$ cat src/rtl/core/device_liveness_table_assert.svh
// ----------------------------------------------------------------------------
// Device liveness table assertion macros
// Shorthand for the concurrent checks used inside the RTL. Each macro expects
// signals named clock and reset in the module that uses it.
// ----------------------------------------------------------------------------
`ifndef DEVICE_LIVENESS_TABLE_ASSERT_SVH
`define DEVICE_LIVENESS_TABLE_ASSERT_SVH

// Same-cycle implication, checked outside reset.
`define DLT_ASSERT_NOW(name, ante, cons) \
   name: assert property (@(posedge clock) disable iff (reset) (ante) |-> (cons)) \
      else $error("device liveness table: same-cycle check failed");

// Next-cycle implication, checked outside reset.
`define DLT_ASSERT_NEXT(name, ante, cons) \
   name: assert property (@(posedge clock) disable iff (reset) (ante) |=> (cons)) \
      else $error("device liveness table: next-cycle check failed");

`endif

$ cat src/rtl/core/dlt_pkg.sv
// ----------------------------------------------------------------------------
// Device liveness table package
// Shared widths, codes and types of the liveness table modules.
// ----------------------------------------------------------------------------
`default_nettype none

package dlt_pkg;

   localparam int TABLE_SLOTS_DEF = 16;
   localparam int REPORT_CAP      = 16;
   localparam int RPT_W           = $clog2(REPORT_CAP + 1);
   localparam int ID_W            = 8;
   localparam int PAYLOAD_W       = 32;
   localparam int AGE_W           = 16;
   localparam int CSR_W           = 16;
   localparam int CSR_INDEX_W     = 1;

   localparam logic [AGE_W-1:0] STALE_TICKS_RESET = 16'd5;
   localparam logic [AGE_W-1:0] LOST_TICKS_RESET  = 16'd10;

   localparam logic OP_KEEPALIVE = 1'b0;
   localparam logic OP_TICK      = 1'b1;

   typedef enum logic [CSR_INDEX_W-1:0] {
      CSR_STALE_TICKS = 1'b0,
      CSR_LOST_TICKS  = 1'b1
   } csr_index_type;

   typedef enum logic [1:0] {
      EV_FOUND    = 2'd0,
      EV_REJOINED = 2'd1,
      EV_LOST     = 2'd2,
      EV_FULL     = 2'd3
   } event_type;

   typedef enum logic [1:0] {
      ST_IDLE,
      ST_SCAN,
      ST_KA_DONE,
      ST_DRAIN
   } state_type;

   typedef struct packed {
      logic [ID_W-1:0]      id;
      logic [PAYLOAD_W-1:0] payload;
      logic [AGE_W-1:0]     age;
   } slot_entry_type;

   typedef struct packed {
      event_type            ev;
      logic [ID_W-1:0]      id;
      logic [PAYLOAD_W-1:0] payload;
   } report_type;

   typedef struct packed {
      logic [AGE_W-1:0] age;
      logic             over;
   } age_eval_type;

endpackage

`default_nettype wire

$ cat src/rtl/core/dlt_slot_mem.sv
// ----------------------------------------------------------------------------
// Liveness table slot memory
// Holds id, announcement word and age of every slot. One write port and one
// read port with registered read data.
// ----------------------------------------------------------------------------
`default_nettype none

module dlt_slot_mem #(
   parameter int TABLE_SLOTS = dlt_pkg::TABLE_SLOTS_DEF
) (
   input  wire logic                             clock,
   input  wire logic                             wr_en,
   input  wire logic [$clog2(TABLE_SLOTS)-1:0]   wr_addr,
   input  wire dlt_pkg::slot_entry_type          wr_data,
   input  wire logic                             rd_en,
   input  wire logic [$clog2(TABLE_SLOTS)-1:0]   rd_addr,
   output dlt_pkg::slot_entry_type               rd_data
);

   dlt_pkg::slot_entry_type entry_ram [TABLE_SLOTS];
   dlt_pkg::slot_entry_type rd_data_ff;

   always_ff @(posedge clock) begin
      if (wr_en) begin
         entry_ram[wr_addr] <= wr_data;
      end
      if (rd_en) begin
         rd_data_ff <= entry_ram[rd_addr];
      end
   end

   assign rd_data = rd_data_ff;

endmodule

`default_nettype wire

$ cat src/rtl/core/dlt_age_unit.sv
// ----------------------------------------------------------------------------
// Liveness table age unit
// Saturating age increment and threshold compare, shared by all slots.
// ----------------------------------------------------------------------------
`default_nettype none

module dlt_age_unit (
   input  wire logic [dlt_pkg::AGE_W-1:0] age_cur,
   input  wire logic [dlt_pkg::AGE_W-1:0] limit,
   output dlt_pkg::age_eval_type          result
);

   logic [dlt_pkg::AGE_W-1:0] age_next;

   assign age_next    = (age_cur == '1) ? age_cur : age_cur + dlt_pkg::AGE_W'(1);
   assign result.age  = age_next;
   assign result.over = age_next > limit;

endmodule

`default_nettype wire

$ cat src/rtl/core/dlt_scan_ctrl.sv
// ----------------------------------------------------------------------------
// Liveness table scan sequencer
// Walks the slot memory one slot a cycle for lookup and aging unless a lost report
// is held, keeps valid and stale marks, delivers report beats with the last mark.
// ----------------------------------------------------------------------------
`default_nettype none
`include "device_liveness_table_assert.svh"

module dlt_scan_ctrl #(
   parameter int TABLE_SLOTS = dlt_pkg::TABLE_SLOTS_DEF
) (
   input  wire logic                              clock,
   input  wire logic                              reset,
   input  wire logic                              req_valid,
   output logic                                   req_stall,
   input  wire logic                              req_op,
   input  wire logic [dlt_pkg::ID_W-1:0]          req_device_id,
   input  wire logic [dlt_pkg::PAYLOAD_W-1:0]     req_payload,
   output logic                                   rsp_valid,
   input  wire logic                              rsp_stall,
   output logic [1:0]                             rsp_event_res,
   output logic [dlt_pkg::ID_W-1:0]               rsp_device_id_res,
   output logic [dlt_pkg::PAYLOAD_W-1:0]          rsp_payload_res,
   output logic                                   rsp_last,
   input  wire logic [dlt_pkg::AGE_W-1:0]         stale_ticks,
   input  wire logic [dlt_pkg::AGE_W-1:0]         lost_ticks,
   output logic                                   mem_wr_en,
   output logic [$clog2(TABLE_SLOTS)-1:0]         mem_wr_addr,
   output dlt_pkg::slot_entry_type                mem_wr_data,
   output logic                                   mem_rd_en,
   output logic [$clog2(TABLE_SLOTS)-1:0]         mem_rd_addr,
   input  wire dlt_pkg::slot_entry_type           mem_rd_data,
   output logic [dlt_pkg::AGE_W-1:0]              age_cur,
   output logic [dlt_pkg::AGE_W-1:0]              age_limit,
   input  wire dlt_pkg::age_eval_type             age_res
);

   localparam int IDX_W = $clog2(TABLE_SLOTS);
   localparam int CNT_W = $clog2(TABLE_SLOTS + 1);
   localparam logic [CNT_W-1:0] SLOT_END = CNT_W'(TABLE_SLOTS);
   localparam logic [dlt_pkg::RPT_W-1:0] RPT_LIMIT = dlt_pkg::RPT_W'(dlt_pkg::REPORT_CAP);

   dlt_pkg::state_type                state_ff, state_in;
   logic                              op_ff, op_in;
   logic [dlt_pkg::ID_W-1:0]          id_ff, id_in;
   logic [dlt_pkg::PAYLOAD_W-1:0]     pl_ff, pl_in;
   logic [CNT_W-1:0]                  a_idx_ff, a_idx_in;
   logic                              b_valid_ff, b_valid_in;
   logic [IDX_W-1:0]                  b_idx_ff, b_idx_in;
   logic                              hit_found_ff, hit_found_in;
   logic [IDX_W-1:0]                  hit_idx_ff, hit_idx_in;
   logic                              free_found_ff, free_found_in;
   logic [IDX_W-1:0]                  free_idx_ff, free_idx_in;
   logic [dlt_pkg::RPT_W-1:0]         rpt_cnt_ff, rpt_cnt_in;
   logic [TABLE_SLOTS-1:0]            slot_valid_ff, slot_valid_in;
   logic [TABLE_SLOTS-1:0]            slot_stale_ff, slot_stale_in;
   logic                              pend_valid_ff, pend_valid_in;
   dlt_pkg::report_type               pend_ff, pend_in;
   logic                              rsp_valid_ff, rsp_valid_in;
   dlt_pkg::report_type               rsp_ff, rsp_in;
   logic                              rsp_last_ff, rsp_last_in;

   logic             req_accept;
   logic             out_free;
   logic             a_live;
   logic             b_slot_valid;
   logic             b_slot_stale;
   logic             b_tick_live;
   logic             need_rpt;
   logic             blocked;
   logic             advance;
   logic             scan_done;
   logic [IDX_W-1:0] ka_tgt_idx;
   logic             ka_store;
   logic             ka_rpt;
   logic             ka_go;
   logic             drain_go;

   assign req_stall    = state_ff != dlt_pkg::ST_IDLE;
   assign req_accept   = req_valid && !req_stall;
   assign out_free     = !rsp_valid_ff || !rsp_stall;
   assign a_live       = a_idx_ff != SLOT_END;
   assign b_slot_valid = slot_valid_ff[b_idx_ff];
   assign b_slot_stale = slot_stale_ff[b_idx_ff];
   assign age_cur      = mem_rd_data.age;
   assign age_limit    = b_slot_stale ? lost_ticks : stale_ticks;
   assign b_tick_live  = (state_ff == dlt_pkg::ST_SCAN) && b_valid_ff &&
                         (op_ff == dlt_pkg::OP_TICK) && b_slot_valid;
   assign need_rpt     = b_tick_live && b_slot_stale && age_res.over &&
                         (rpt_cnt_ff < RPT_LIMIT);
   assign blocked      = need_rpt && pend_valid_ff && !out_free;
   assign advance      = (state_ff == dlt_pkg::ST_SCAN) && !blocked;
   assign scan_done    = !a_live && !b_valid_ff;
   assign ka_tgt_idx   = hit_found_ff ? hit_idx_ff : free_idx_ff;
   assign ka_store     = hit_found_ff || free_found_ff;
   assign ka_rpt       = hit_found_ff ? slot_stale_ff[hit_idx_ff] : 1'b1;
   assign ka_go        = (state_ff == dlt_pkg::ST_KA_DONE) && (!ka_rpt || out_free);
   assign drain_go     = (state_ff == dlt_pkg::ST_DRAIN) && (!pend_valid_ff || out_free);

   always_comb begin
      state_in = state_ff;
      unique case (state_ff)
         dlt_pkg::ST_IDLE: begin
            if (req_accept) begin
               state_in = dlt_pkg::ST_SCAN;
            end
         end
         dlt_pkg::ST_SCAN: begin
            if (scan_done) begin
               state_in = (op_ff == dlt_pkg::OP_TICK) ? dlt_pkg::ST_DRAIN
                                                      : dlt_pkg::ST_KA_DONE;
            end
         end
         dlt_pkg::ST_KA_DONE: begin
            if (ka_go) begin
               state_in = dlt_pkg::ST_IDLE;
            end
         end
         dlt_pkg::ST_DRAIN: begin
            if (drain_go) begin
               state_in = dlt_pkg::ST_IDLE;
            end
         end
      endcase
   end

   always_comb begin
      mem_rd_en   = advance && a_live;
      mem_rd_addr = a_idx_ff[IDX_W-1:0];
      mem_wr_en   = 1'b0;
      mem_wr_addr = b_idx_ff;
      mem_wr_data = mem_rd_data;
      if (ka_go && ka_store) begin
         mem_wr_en           = 1'b1;
         mem_wr_addr         = ka_tgt_idx;
         mem_wr_data.id      = id_ff;
         mem_wr_data.payload = pl_ff;
         mem_wr_data.age     = '0;
      end else if (advance && b_tick_live) begin
         mem_wr_en       = 1'b1;
         mem_wr_data.age = age_res.age;
      end
   end

   always_comb begin
      op_in         = op_ff;
      id_in         = id_ff;
      pl_in         = pl_ff;
      a_idx_in      = a_idx_ff;
      b_valid_in    = b_valid_ff;
      b_idx_in      = b_idx_ff;
      hit_found_in  = hit_found_ff;
      hit_idx_in    = hit_idx_ff;
      free_found_in = free_found_ff;
      free_idx_in   = free_idx_ff;
      rpt_cnt_in    = rpt_cnt_ff;
      slot_valid_in = slot_valid_ff;
      slot_stale_in = slot_stale_ff;
      pend_valid_in = pend_valid_ff;
      pend_in       = pend_ff;
      rsp_valid_in  = rsp_valid_ff && rsp_stall;
      rsp_in        = rsp_ff;
      rsp_last_in   = rsp_last_ff;

      if (req_accept) begin
         op_in         = req_op;
         id_in         = req_device_id;
         pl_in         = req_payload;
         a_idx_in      = '0;
         b_valid_in    = 1'b0;
         hit_found_in  = 1'b0;
         free_found_in = 1'b0;
         rpt_cnt_in    = '0;
         pend_valid_in = 1'b0;
      end

      if (advance) begin
         b_valid_in = a_live;
         b_idx_in   = a_idx_ff[IDX_W-1:0];
         if (a_live) begin
            a_idx_in = a_idx_ff + CNT_W'(1);
         end
         if (b_valid_ff) begin
            if (op_ff == dlt_pkg::OP_KEEPALIVE) begin
               if (b_slot_valid && !hit_found_ff && (mem_rd_data.id == id_ff)) begin
                  hit_found_in = 1'b1;
                  hit_idx_in   = b_idx_ff;
               end
               if (!b_slot_valid && !free_found_ff) begin
                  free_found_in = 1'b1;
                  free_idx_in   = b_idx_ff;
               end
            end else if (b_slot_valid) begin
               if (!b_slot_stale && age_res.over) begin
                  slot_stale_in[b_idx_ff] = 1'b1;
               end
               if (need_rpt) begin
                  slot_valid_in[b_idx_ff] = 1'b0;
                  rpt_cnt_in              = rpt_cnt_ff + dlt_pkg::RPT_W'(1);
                  pend_valid_in           = 1'b1;
                  pend_in.ev              = dlt_pkg::EV_LOST;
                  pend_in.id              = mem_rd_data.id;
                  pend_in.payload         = mem_rd_data.payload;
                  if (pend_valid_ff) begin
                     rsp_valid_in = 1'b1;
                     rsp_in       = pend_ff;
                     rsp_last_in  = 1'b0;
                  end
               end
            end
         end
      end

      if (drain_go && pend_valid_ff) begin
         rsp_valid_in  = 1'b1;
         rsp_in        = pend_ff;
         rsp_last_in   = 1'b1;
         pend_valid_in = 1'b0;
      end

      if (ka_go) begin
         if (ka_store) begin
            slot_valid_in[ka_tgt_idx] = 1'b1;
            slot_stale_in[ka_tgt_idx] = 1'b0;
         end
         if (ka_rpt) begin
            rsp_valid_in   = 1'b1;
            rsp_in.id      = id_ff;
            rsp_in.payload = pl_ff;
            rsp_last_in    = 1'b1;
            if (hit_found_ff) begin
               rsp_in.ev = dlt_pkg::EV_REJOINED;
            end else if (free_found_ff) begin
               rsp_in.ev = dlt_pkg::EV_FOUND;
            end else begin
               rsp_in.ev = dlt_pkg::EV_FULL;
            end
         end
      end
   end

   always_ff @(posedge clock) begin
      if (reset) begin
         state_ff      <= dlt_pkg::ST_IDLE;
         b_valid_ff    <= 1'b0;
         slot_valid_ff <= '0;
         pend_valid_ff <= 1'b0;
         rsp_valid_ff  <= 1'b0;
      end else begin
         state_ff      <= state_in;
         b_valid_ff    <= b_valid_in;
         slot_valid_ff <= slot_valid_in;
         pend_valid_ff <= pend_valid_in;
         rsp_valid_ff  <= rsp_valid_in;
      end
   end

   always_ff @(posedge clock) begin
      op_ff         <= op_in;
      id_ff         <= id_in;
      pl_ff         <= pl_in;
      a_idx_ff      <= a_idx_in;
      b_idx_ff      <= b_idx_in;
      hit_found_ff  <= hit_found_in;
      hit_idx_ff    <= hit_idx_in;
      free_found_ff <= free_found_in;
      free_idx_ff   <= free_idx_in;
      rpt_cnt_ff    <= rpt_cnt_in;
      slot_stale_ff <= slot_stale_in;
      pend_ff       <= pend_in;
      rsp_ff        <= rsp_in;
      rsp_last_ff   <= rsp_last_in;
   end

   assign rsp_valid         = rsp_valid_ff;
   assign rsp_event_res     = rsp_ff.ev;
   assign rsp_device_id_res = rsp_ff.id;
   assign rsp_payload_res   = rsp_ff.payload;
   assign rsp_last          = rsp_last_ff;

   // The write of the slot under evaluation never meets the read of the next one.
   `DLT_ASSERT_NOW(a_mem_port_apart, mem_wr_en && mem_rd_en, mem_wr_addr != mem_rd_addr)
   `DLT_ASSERT_NEXT(a_accept_starts_scan, req_accept, state_ff == dlt_pkg::ST_SCAN)
   `DLT_ASSERT_NOW(a_pend_in_tick, pend_valid_ff,
      (state_ff == dlt_pkg::ST_SCAN) || (state_ff == dlt_pkg::ST_DRAIN))
   // A beat that is not the last one is always followed by more of the same item.
   `DLT_ASSERT_NOW(a_more_beats_follow, rsp_valid_ff && !rsp_last_ff,
      pend_valid_ff && ((state_ff == dlt_pkg::ST_SCAN) || (state_ff == dlt_pkg::ST_DRAIN)))

endmodule

`default_nettype wire

$ cat src/rtl/core/device_liveness_table.sv
// An accepted beat runs through ST_SCAN, then ST_KA_DONE or ST_DRAIN, before its last report, if any, is presented.
// req_stall holds new beats off until the item is done, and longer while rsp_stall holds reports.
// Each item walks every slot once through the single read port of the slot memory.
// Reset clears all slot valid marks at once and sets stale_ticks to 5, lost_ticks to 10.
// There is no clearing pass; the block takes a beat in the cycle after reset.
// ----------------------------------------------------------------------------
// Device liveness table
// Heartbeat table of up to TABLE_SLOTS devices with keepalive lookup and
// tick driven aging, reporting found, rejoined, lost and table full events.
// ----------------------------------------------------------------------------
`default_nettype none

module device_liveness_table #(
   parameter int TABLE_SLOTS = dlt_pkg::TABLE_SLOTS_DEF
) (
   input  wire logic                                 clock,
   input  wire logic                                 reset,
   input  wire logic                                 req_valid,
   output logic                                      req_stall,
   input  wire logic                                 req_op,
   input  wire logic [dlt_pkg::ID_W-1:0]             req_device_id,
   input  wire logic [dlt_pkg::PAYLOAD_W-1:0]        req_payload,
   output logic                                      rsp_valid,
   input  wire logic                                 rsp_stall,
   output logic [1:0]                                rsp_event_res,
   output logic [dlt_pkg::ID_W-1:0]                  rsp_device_id_res,
   output logic [dlt_pkg::PAYLOAD_W-1:0]             rsp_payload_res,
   output logic                                      rsp_last,
   input  wire logic                                 csr_we,
   input  wire logic [dlt_pkg::CSR_INDEX_W-1:0]      csr_index,
   input  wire logic [dlt_pkg::CSR_W-1:0]            csr_wdata
);

   localparam int IDX_W = $clog2(TABLE_SLOTS);

   logic [dlt_pkg::AGE_W-1:0] stale_ticks_ff, stale_ticks_in;
   logic [dlt_pkg::AGE_W-1:0] lost_ticks_ff, lost_ticks_in;

   logic                      mem_wr_en;
   logic [IDX_W-1:0]          mem_wr_addr;
   dlt_pkg::slot_entry_type   mem_wr_data;
   logic                      mem_rd_en;
   logic [IDX_W-1:0]          mem_rd_addr;
   dlt_pkg::slot_entry_type   mem_rd_data;
   logic [dlt_pkg::AGE_W-1:0] age_cur;
   logic [dlt_pkg::AGE_W-1:0] age_limit;
   dlt_pkg::age_eval_type     age_res;

   always_comb begin
      stale_ticks_in = stale_ticks_ff;
      lost_ticks_in  = lost_ticks_ff;
      if (csr_we) begin
         unique case (csr_index)
            dlt_pkg::CSR_STALE_TICKS: begin
               stale_ticks_in = csr_wdata;
            end
            dlt_pkg::CSR_LOST_TICKS: begin
               lost_ticks_in = csr_wdata;
            end
         endcase
      end
   end

   always_ff @(posedge clock) begin
      if (reset) begin
         stale_ticks_ff <= dlt_pkg::STALE_TICKS_RESET;
         lost_ticks_ff  <= dlt_pkg::LOST_TICKS_RESET;
      end else begin
         stale_ticks_ff <= stale_ticks_in;
         lost_ticks_ff  <= lost_ticks_in;
      end
   end

   dlt_slot_mem #(
      .TABLE_SLOTS (TABLE_SLOTS)
   ) u_slot_mem (
      .clock   (clock),
      .wr_en   (mem_wr_en),
      .wr_addr (mem_wr_addr),
      .wr_data (mem_wr_data),
      .rd_en   (mem_rd_en),
      .rd_addr (mem_rd_addr),
      .rd_data (mem_rd_data)
   );

   dlt_age_unit u_age_unit (
      .age_cur (age_cur),
      .limit   (age_limit),
      .result  (age_res)
   );

   dlt_scan_ctrl #(
      .TABLE_SLOTS (TABLE_SLOTS)
   ) u_scan_ctrl (
      .clock             (clock),
      .reset             (reset),
      .req_valid         (req_valid),
      .req_stall         (req_stall),
      .req_op            (req_op),
      .req_device_id     (req_device_id),
      .req_payload       (req_payload),
      .rsp_valid         (rsp_valid),
      .rsp_stall         (rsp_stall),
      .rsp_event_res     (rsp_event_res),
      .rsp_device_id_res (rsp_device_id_res),
      .rsp_payload_res   (rsp_payload_res),
      .rsp_last          (rsp_last),
      .stale_ticks       (stale_ticks_ff),
      .lost_ticks        (lost_ticks_ff),
      .mem_wr_en         (mem_wr_en),
      .mem_wr_addr       (mem_wr_addr),
      .mem_wr_data       (mem_wr_data),
      .mem_rd_en         (mem_rd_en),
      .mem_rd_addr       (mem_rd_addr),
      .mem_rd_data       (mem_rd_data),
      .age_cur           (age_cur),
      .age_limit         (age_limit),
      .age_res           (age_res)
   );

endmodule

`default_nettype wire
$ cat config.mk
export PLATFORM = sky130hd
export DESIGN_NAME = device_liveness_table
export DESIGN_NICKNAME = d
export VERILOG_FILES = /design/src/rtl/core/dlt_pkg.sv /design/src/rtl/core/dlt_slot_mem.sv /design/src/rtl/core/dlt_age_unit.sv /design/src/rtl/core/dlt_scan_ctrl.sv /design/src/rtl/core/device_liveness_table.sv
export VERILOG_INCLUDE_DIRS = /design/src /design/src/rtl/core
export SDC_FILE = /design/constraint.sdc
export NUM_CORES = 1
export LEC_CHECK = 0
export ABC_AREA = 1
export BUFFER_PORTS_ARGS = -buffer_cell sky130_fd_sc_hd__buf_4
export CORE_UTILIZATION = 40
export CTS_CLUSTER_SIZE = 24
export DETAILED_ROUTE_END_ITERATION = 6
export GPL_ROUTABILITY_DRIVEN = 1
export GPL_TIMING_DRIVEN = 1
export PLACE_DENSITY = 0.59
export SETUP_SLACK_MARGIN = 0.4
export SLEW_MARGIN = 5
export SYNTH_ARGS = -nofsm -noshare
export SYNTH_HDL_FRONTEND = slang
export SYNTH_SLANG_ARGS = --single-unit
$ cat constraint.sdc
create_clock -name clock -period 10.5 [get_ports clock]
set_clock_uncertainty 0.2 [all_clocks]
set_input_delay 2.1 -clock clock [delete_from_list [all_inputs] [get_ports clock]]
set_output_delay 2.1 -clock clock [all_outputs]
set_load 0.02 [all_outputs]
**Yosys cells after proc, flatten, opt, wreduce, memory -nomap -nowiden**

Memories as Yosys holds them, arrays and structs flattened. A register that Yosys moved wholly into a read port is not among the register bits.
Index checks and enable logic that the tools add are counted.

- Flip-flop bits (word level): 217
- Memory bits (writable): 896
- Bits of input ports: 63
- Output and inout bits: 45
- Memories kept: 1

Memory list:

| memory | words | bits a word | read ports | clocked after Yosys merged registers in | wr ports | line | source |
|---|---|---|---|---|---|---|---|
| u_slot_mem.entry_ram | 16 | 56 | 1 | 1 | 1 | dlt_slot_mem.sv:20 | `dlt_pkg::slot_entry_type entry_ram [TABLE_SLOTS];` |

- Add/sub/neg operators: 3
- Order comparisons: 7
- Eq/ne operators: 10
- Muxes and demuxes: 98
- Bitwise gates (word level): 8
- Reduce and logical (&&, ||, !) cells: 51

Operators by type and width:

| cell | count |
|---|---|
| $mux W42 | 9 |
| $mux W16 | 18 |
| $mux W1 | 47 |
| $mux W5 | 9 |
| $mux W40 | 1 |
| $and A16 B16 Y16 | 2 |
| $not A16 Y16 | 2 |
| $or A16 B16 Y16 | 2 |
| $logic_and A1 B1 Y1 | 24 |
| $add A16 B1 Y16 const B | 1 |
| $eq A16 B16 Y1 const B | 1 |
| $gt A16 B16 Y1 | 1 |
| $lt A4 B5 Y1 const B | 3 |
| $logic_not A1 Y1 | 13 |
| $bmux W1 S4 | 3 |
| $mux W2 | 6 |
| $reduce_and A4 Y1 | 3 |
| $add A5 B1 Y5 const B | 2 |
| $demux W1 S4 | 2 |
| $eq A8 B8 Y1 | 1 |
| $ge A4 B1 Y1 const B | 2 |
| $mux W4 | 2 |
| $ne A2 B1 Y1 const B | 4 |
| $pmux W2 S4 | 1 |
| other kinds (11) | 18 |

**Depth between registers and ports, before layout**

Gate-level depths: netlist of the first run.

- Depth in word-level cells: 16
- Mapped depth: 31

**Hierarchy**

Synthesis of the first run repeated with hierarchy kept, for this count alone.

- Cell total of the unflattened synthesis: 5172
- Area, all modules: 51364.3 um^2

Modules (own cells, without submodules):

| module | instances | cells an instance | area an instance (um^2) | sequential area each (um^2) |
|---|---|---|---|---|
| dlt_slot_mem | 1 | 3688 | 40239.8 | 28587.4 |
| dlt_scan_ctrl | 1 | 1155 | 8958.6 | 4634.4 |
| device_liveness_table | 1 | 172 | 1277.5 | 640.6 |
| dlt_age_unit | 1 | 157 | 888.4 | 0.0 |

**Worst setup path before layout of the first run**

No wires, ideal clock.

- Kind: reg2reg
- Start point: register u_scan_ctrl.b_idx_ff[0]
- End point: memory u_slot_mem.entry_ram[0][0] (netlist name), enable pin
- Data arrival time: 5.486 ns
- Data required time: 9.830 ns
- Slack: 4.344 ns
- Stages on the path, launching flop included: 25
- Path buffers: 3
- Clock period less this slack: 6.156 ns
- Cell sequence: edfxtp_1 > buf_6 > buf_6 > nand2_1 > nand2_1 > nand2_1 > nand2_1 > nand2_1 > nand2_4 > nor2_8 > buf_2 > mux2i_1 > ha_1 > a21o_1 > nor2_1 > nand2_1 > nand2_1 > nand2_1 > nand2_1 > nor2_8 > nand3_2 > nand2_2 > nand2_2 > nand3_1 > nor2_1

- Cells in the longest elaborated chain, start to end: 15
- Elaborated cells between the ends (all ways): 20
- Those cells by class: order compare (1); mux (10); reduce/logical (9)

Ends and longest elaborated chain:

| what | line | source |
|---|---|---|
| start, declared | dlt_scan_ctrl.sv:49 | `logic [IDX_W-1:0] b_idx_ff, b_idx_in;` |
| start signal, assigned | dlt_scan_ctrl.sv:263 | `b_idx_ff <= b_idx_in;` |
| $bmux W1 S4, on equally long branches | dlt_scan_ctrl.sv:84, dlt_scan_ctrl.sv:83 |  |
| $mux W1, on equally long branches | dlt_scan_ctrl.sv:84, dlt_scan_ctrl.sv:83 |  |
| $mux W16 or $logic_and A1 B1 Y1 (tied branches) | dlt_scan_ctrl.sv:86, dlt_scan_ctrl.sv:88 |  |
| $gt A16 B16 Y1 or $logic_and A1 B1 Y1 (tied branches) | dlt_age_unit.sv:17, dlt_scan_ctrl.sv:89 |  |
| $logic_and A1 B1 Y1 (2 in a row) | dlt_scan_ctrl.sv:89 | `assign need_rpt = b_tick_live && b_slot_stale && age_res.over &&` |
| $logic_and A1 B1 Y1 (2 in a row) | dlt_scan_ctrl.sv:91 | `assign blocked = need_rpt && pend_valid_ff && !out_free;` |
| $logic_not A1 Y1 | dlt_scan_ctrl.sv:92 | `assign advance = (state_ff == dlt_pkg::ST_SCAN) && !blocked;` |
| $logic_and A1 B1 Y1 | dlt_scan_ctrl.sv:92 |  |
| $logic_and A1 B1 Y1 | dlt_scan_ctrl.sv:139 | `end else if (advance && b_tick_live) begin` |
| $mux W1 | dlt_scan_ctrl.sv:139 |  |
| $mux W1 | dlt_scan_ctrl.sv:133 | `if (ka_go && ka_store) begin` |
| $mux W1 | dlt_slot_mem.sv:24 | `if (wr_en) begin` |
| $mux W1 (implied by the code) | dlt_slot_mem.sv:25 | `entry_ram[wr_addr] <= wr_data;` |
| end, declared | dlt_slot_mem.sv:20 |  |

Several ways; a longest one is shown, not always the timed one. The select of a mux whose other input is x is not followed.

**Final worst setup path of the first run**

- Start point: register u_scan_ctrl.b_idx_ff[0]
- End point: memory u_slot_mem.entry_ram[2][36] (netlist name), enable pin

The elaborated chain is that of the path after synthesis.

==> impl_results.md, run 1 <==
- Critical Path RT: 10.63 ns
- Hold buffer count at cts: 0
- Top cell type's share of synthesized area: 66.71%
- Crit Path Max Fanout: 41
- Post-layout min period: 6.922 ns
- Reg2reg start: u_scan_ctrl.b_idx_ff[0]
- Root Buffer: clkbuf_16
- First-pass GRT wire length: 183000 microns
- Clk Latency, worst-skew pair: 0.72 ns
- Post-layout util: 45.58%
- # rows: 125
- Pre-CTS setup slack: 3.498 ns
- Reg2reg setup slack: 3.58 ns
- Lkg Pwr: 18.42 nW
- Peak Freq: 144.5 MHz
- Max-cap violations: 0
- Vias in the first global route: 29.36k
- CTS tree: built
- Total CTS buffers: 119
- Worst Hold Depth: 0
- Synth area leaders: edfxtp_1 67%, o21ai_0 5.7%, dfxtp_1 5.3%, nor2_1 4.6%, nand2_1 4.3%
- Synth Area in Compound Gates: 10.83%
- DRT Pass-1 Iters: 6
- Ports: 108
- Worst hold slack: 0.2439 ns
- Post-route antenna net violation count: 0
- Min-delay src: u_slot_mem.rd_data[40]
- WL/cell: 21.90 microns
- Syn_area_per_cell: 11.95 sq um
- DIE AREA: 119000 sq um
- Longest Clk Path Bufs: 3
- Final setup viols: 0
- Post-CTS Setup Repair Bufs: 0
- Gate power share: 23.8%
- GRT Util Overall: 20.39%
- Most frequent CP cell: nand2_1
- Sink Count: 1169
- Initial antenna violation count: 2
- Synth area leader: edfxtp_1
- Sequential group share of total power: 45.1%
- Crit path max-delay family: simple AND/OR/NAND/NOR gates
- DRT iter0 DRCs: 3232
- Critical Path Source Type: flip-flop
- Status: complete, no violations
- Hold Crit Class: reg2reg
- Slowest library cell on the worst path: edfxtp_1
- Final Cycle Share: 65.92%
- Worst R2R Path Depth: 22
- Largest family of logic cells by synthesized area: simple AND/OR/NAND/NOR gates
- Total routed wirelength: 122700 microns
- Post-synth cell types: 48
- Worst-margin pin slew: 1.277 ns
- Drt via density: 5.515
- Share of cells above drive strength 1: 9.740%
- Synthesis-stage register bit count: 1169
- Pins over their slew limit: 0
- Pwr Total: 13.03 mW
- Post-synthesis mux area share: 0.3192%
- # diodes: 0
- Warnings from Yosys: 0
- Crit Path Class: reg2reg
- Starting Density: 40.42%
- I/O Buffers: 107
- Endpoint, Worst Hold: u_scan_ctrl.pend_ff[24]
- DP HPWL: 67940 microns
- Reg clk slew, reported paths: 0.06 ns
- DRC: 0
- Vias: 30.88k
- RSZ-0062 raised after global routing: no
- Die Y: 344.9 microns
- Clk pwr share: 31.1%
- Slew margin rel.: 14.89%
- Gate Count Post-Synth: 3936
- Sequential share of the synthesized area: 71.99%
- Hold Fails Final Rpt: 0
- RD Place Congestion: 0.8624
- CP endpoint kind: flip-flop
- Post-Synth Adder-Cell Area: 0.5320%
- Post-Synth XOR/XNOR Area: 0.3352%
- Syn_nets: 4019
- Chip Width: 344.9 microns
- Buf/Inv on CP: 2
- Setup slack after layout: 3.578 ns
- Crit-path cells: inv_2, nand2_1, nand2_1, nand2_1, nand2_1, nand2_1, nand2_4, nor2_8, mux2i_1, ha_1, a21oi_1, o21ai_0, a21oi_1, nand2_1, nand2_1, nor2_8, nand3_2, nand2_2, nand2_2, nand3_1, nor2_4, buf_4
- Worst R2R End: u_slot_mem.entry_ram[2][36]
- Fin nets: 4058
- Simple logic cell fraction of the synthesized area: 12.38%
- Post-route setup TNS: 0 ns
- H-tree level count: 3
- Int Pwr: 8.798 mW
- Congestion Overflow GR: 0
- Critical Path AT: 7.05 ns
- Pwr dens: 245.7 nW/um^2
- Worst vdd ir: 0.1885 mV
- CP peak stage delay: 0.78 ns
- Largest net degree at the start of global routing: 215
- Post-synthesis cell area: 47040 sq um
- NetSw: 4.236 mW
- Core ar.: 116400 sq um
- Cts repair resizes: 0
- Area grow syn2layout: 12.77%
- Net Sw Frac: 32.50%
- Fill cells: 10.59k
## worst max path at each step
stage / slack [ns] / cells after the start / to / from
finish: 3.58 / 22 / u_slot_mem.entry_ram[2][36] / u_scan_ctrl.b_idx_ff[0]
global route: 3.02 / 22 / u_slot_mem.entry_ram[2][21] / u_scan_ctrl.b_idx_ff[0]
CTS: 3.47 / 22 / u_slot_mem.entry_ram[3][21] / u_scan_ctrl.b_idx_ff[0]
detailed placement: 3.50 / 22 / u_slot_mem.entry_ram[3][21] / u_scan_ctrl.b_idx_ff[0]
global placement: 3.59 / 22 / u_slot_mem.entry_ram[1][36] / u_scan_ctrl.b_idx_ff[0]
floorplan: 4.34 / 24 / u_slot_mem.entry_ram[0][0] / u_scan_ctrl.b_idx_ff[0]
## per-layer routing
layer | track usage (%) | wire length [microns] | vias to the layer above | share of wire (%)
li1 | - | - | 14280 | -
met1 | 28.92 | 54600 | 15270 | 45
met2 | 31.65 | 55650 | 1140 | 45
met3 | 4.002 | 9508 | 190 | 7.8
met4 | 6.241 | 2906 | 0 | 2.4
met5 | 0 | 0 | - | 0
## placed cells by master (no fill, tap or decap), types with 19 or more instances in the layout
cell type     n
o211ai_1     28
clkinv_1     25
nand3b_1     27
edfxtp_1   1045
clkinv_2     35
ha_1         20
nand2_1     543
nor2_1      565
a21oi_1      63
nand3_1     177
clkbuf_1     19
inv_1       175
o221ai_1     89
clkbuf_16   122
nand4_1      29
o22ai_1     140
dfxtp_1     121
buf_4       152
o21ai_0     536
## cell type report
class                           count  area (sq um)  area share, %
Clock buffer                      147          3207          6.046
Sequential cell                  1169         33870          63.86
Clock inverter                     75         529.3         0.9978
Tap cell                         1524          1907          3.595
Multi-Input combinational cell   2340         11610          21.89
Timing Repair Buffer              154          1181          2.227
Inverter                          191         737.0          1.389
## synthesized netlist by cell type, drive strengths merged
cell,instances
nand4,29
or2,1
a211oi,1
a21oi,63
o221ai,89
mux2i,15
dfxtp,124
inv,187
nor3,16
edfxtp,1045
clkbuf,191
a22oi,1
nor2,589
o31ai,1
o311ai,1
nand3,183
a21o,1
a2111oi,1
ha,20
o22ai,141
o21ai,559
nand3b,27
o21a,1
buf,45
a31oi,2
nor3b,1
xnor2,2
clkinv,4
o211ai,28
nor4,2
xor2,16
nand2,550
## per-stage QoR
stage	instances	instance area, sq um
detailed placement	5378	49310
floorplan	3936	47040
global placement	5378	49310
global route	5600	53040
CTS	5600	53040
finish	5600	53040
## sequential cells by signal (all words and copies together) (netlist names), 8 cells and up
| name | cells |
|---|---|
| u_scan_ctrl.slot_valid_ff | 16 |
| lost_ticks_ff | 16 |
| u_scan_ctrl.pl_ff | 32 |
| u_slot_mem.entry_ram | 896 |
| u_scan_ctrl.pend_ff | 40 |
| u_scan_ctrl.id_ff | 8 |
| u_scan_ctrl.rsp_payload_res | 32 |
| u_scan_ctrl.slot_stale_ff | 16 |
| u_scan_ctrl.rsp_device_id_res | 8 |
| u_slot_mem.rd_data | 56 |
| stale_ticks_ff | 16 |
## kinds of logic (layout without fill, tap and decap cells)
| group | after synthesis | in the layout |
|---|---|---|
| buffers and inverters | 427 | 567 |
| AOI/OAI and AO/OA | 889 | 889 |
| muxes | 15 | 15 |
| xor gates and xnor gates | 18 | 18 |
| and+or+nand+nor | 1398 | 1398 |
| DFF | 1169 | 1169 |
| adders and majority gates | 20 | 20 |
## power groups by stage
stage	logic [mW]	registers (mW)	clock network, mW
4_1_cts	3.10	5.88	4.13
3_3_place_gp	3.05	5.98	0
6_report	3.10	5.88	4.06
2_1_floorplan	2.00	5.93	0
3_5_place_dp	3.08	5.97	0
5_1_grt	3.44	5.91	4.31
(Power assumes the default switching activity.)
==> run 2, diff against run 1 <==
==> constraint.sdc (replaced) <==
create_clock -name clock -period 7.25 [get_ports clock]
set_clock_uncertainty 0.2 [all_clocks]
set_input_delay 1.45 -clock clock [delete_from_list [all_inputs] [get_ports clock]]
set_output_delay 1.45 -clock clock [all_outputs]
set_load 0.02 [all_outputs]
==> run 2 against run 1 <==
Against the previous run:
- wire length is 2.7% lower
- total power is 46% higher
- sequential share of layout area is 0.38 points lower
- critical path type unchanged
- largest cell class unchanged
- largest power group unchanged
==> impl_results.md, run 2 (synthesized netlist as in run 1, its figures left out) <==
- Status: complete, no violations
- # rows: 125
- Gate power share: 23.5%
- Sequential group share of total power: 44.8%
- H-tree level count: 3
- Worst-margin pin slew: 1.157 ns
- Slew margin rel.: 22.89%
- First-pass GRT wire length: 181400 microns
- DRT iter0 DRCs: 2955
- Post-route antenna net violation count: 0
- Reg clk slew, reported paths: 0.06 ns
- Root Buffer: clkbuf_16
- Cts repair resizes: 0
- Most frequent cells in the layout: 1045 x edfxtp_1, 565 x nor2_1, 543 x nand2_1
- Peak Freq: 157.0 MHz
- Clk pwr share: 31.6%
- Critical Path RT: 7.40 ns
- Lkg Pwr: 18.51 nW
- Hold buffer count at cts: 0
- Clk Latency, worst-skew pair: 0.72 ns
- DRT Pass-1 Iters: 6
- CP endpoint kind: flip-flop
- Core ar.: 116400 sq um
- RD Place Congestion: 0.8635
- I/O Buffers: 107
- Final Cycle Share: 87.87%
- RSZ-0062 raised after global routing: no
- Int Pwr: 12.88 mW
- Vias: 30.60k
- Largest register FFs: 896
- WL/cell: 21.28 microns
- DIE AREA: 119000 sq um
- Largest reg by FF count: u_slot_mem.entry_ram
- Critical Path Source Type: flip-flop
- Total routed wirelength: 119400 microns
- CTS tree: built
- Hold Crit Class: reg2reg
- Finished Layout Cells: 5610
- Fin nets: 4069
- Starting Density: 40.42%
- Critical Path AT: 6.53 ns
- Initial antenna violation count: 2
- NetSw: 6.130 mW
- Pins over their slew limit: 0
- Total CTS buffers: 121
- Area after DPL: 49540 sq um
- DRC: 0
- Vias in the first global route: 28.90k
- Chip Width: 344.9 microns
- Sink Count: 1169
- Max-cap violations: 0
- Drt via density: 5.455
- Post-route setup TNS: 0 ns
- GRT Util Overall: 19.98%
- Post-layout min period: 6.371 ns
- Largest net degree at the start of global routing: 180
- Hold Fails Final Rpt: 0
- Placed cell count: 5387
- Multi-input gate area: 11610 sq um
- Fill cells: 10.52k
- Share of cells above drive strength 1: 9.569%
- Pwr Total: 19.01 mW
- Area grow syn2layout: 13.44%
- Most common cell after layout, fill and taps aside: edfxtp_1
- Worst vdd ir: 0.2085 mV
- # diodes: 0
- DP HPWL: 66720 microns
- Final setup viols: 0
- Reg area: 33870 sq um
- Die Y: 344.9 microns
- Congestion Overflow GR: 0
- Crit Path Class: reg2reg
- Pwr dens: 356.2 nW/um^2
- Crit Path Max Fanout: 22
- Post-CTS Setup Repair Bufs: 0
- Longest Clk Path Bufs: 3
- Ports: 108
- Final design area excluding fillers: 53360 sq um
- Net Sw Frac: 32.25%
-- run 2: cell types whose count changed in the layout (fill, tap and decap cells not counted), sizes merged --
cell / before / now
clkinvlp: 7 / 4
clkbuf: 147 / 166
bufinv: 4 / 7
buf: 154 / 163
clkinv: 63 / 45
-- run 2: worst max-delay path, stage by stage (launching register included) --
cell      delay [ns]
edfxtp_1        0.45
ha_1            0.25
nand2_1         0.12
nor2_1          0.05
nand4_1         0.16
nor2_1          0.09
nand2_1         0.17
nand3_1         0.16
nor2_1          0.18
nand3_1         0.11
xnor2_1         0.24
ha_1            0.29
a21oi_1         0.12
o21ai_0         0.09
a21oi_1         0.18
nand2_1         0.08
nand2_1         0.39
nor2_8          0.18
nand3_2         0.26
nand2_2         0.12
nand2_2         0.40
nand3_1         0.43
nor2_4          0.74
buf_4           0.47
-- run 2: cell type report --
type                       instances  share of cell area (%)
timing repair buffer             163                   2.645
inverter                         191                   1.381
multi-input combinational       2340                   21.75
clock inverter                    57                   1.041
clock buffer                     166                   6.125
sequential                      1169                   63.48
tap                             1524                   3.573
-- run 2: power groups by stage --
stage / logic, mW / registers, mW / clock network [mW]
2_1_floorplan: 2.90 / 8.59 / 0
3_3_place_gp: 4.45 / 8.66 / 0
3_5_place_dp: 4.49 / 8.66 / 0
4_1_cts: 4.51 / 8.53 / 6.10
5_1_grt: 4.99 / 8.57 / 6.38
6_report: 4.47 / 8.52 / 6.01
-- run 2: metrics by stage --
step                      utilization [%]  hold slack (ns)  setup WS [ns]
after global placement              42.57           0.2295          1.011
final                               45.86           0.2496         0.8791
after CTS                           45.86           0.2448         0.8261
after detailed placement            42.57           0.2340         0.8892
after global routing                45.86           0.2558         0.4497
after floorplan                         -           0.2264          1.094
-- run 2: layer usage --
layer / wire length (microns) / vias up / track usage (%)
li1: - / 14300 / -
met1: 54400 / 15220 / 28.97
met2: 55660 / 932 / 31.76
met3: 7048 / 150 / 2.710
met4: 2256 / 0 / 4.855
met5: 0 / - / 0
-- run 2: worst paths after layout --
kind	from	endpoint	slack, ns	depth (start not counted)
max	u_slot_mem.rd_data[0]	u_slot_mem.entry_ram[14][42]	0.88	23
max reg2reg	u_slot_mem.rd_data[0]	u_slot_mem.entry_ram[14][42]	0.88	23
min reg2reg	u_slot_mem.rd_data[33]	u_scan_ctrl.pend_ff[17]	0.25	0
min	u_slot_mem.rd_data[33]	u_scan_ctrl.pend_ff[17]	0.25	0
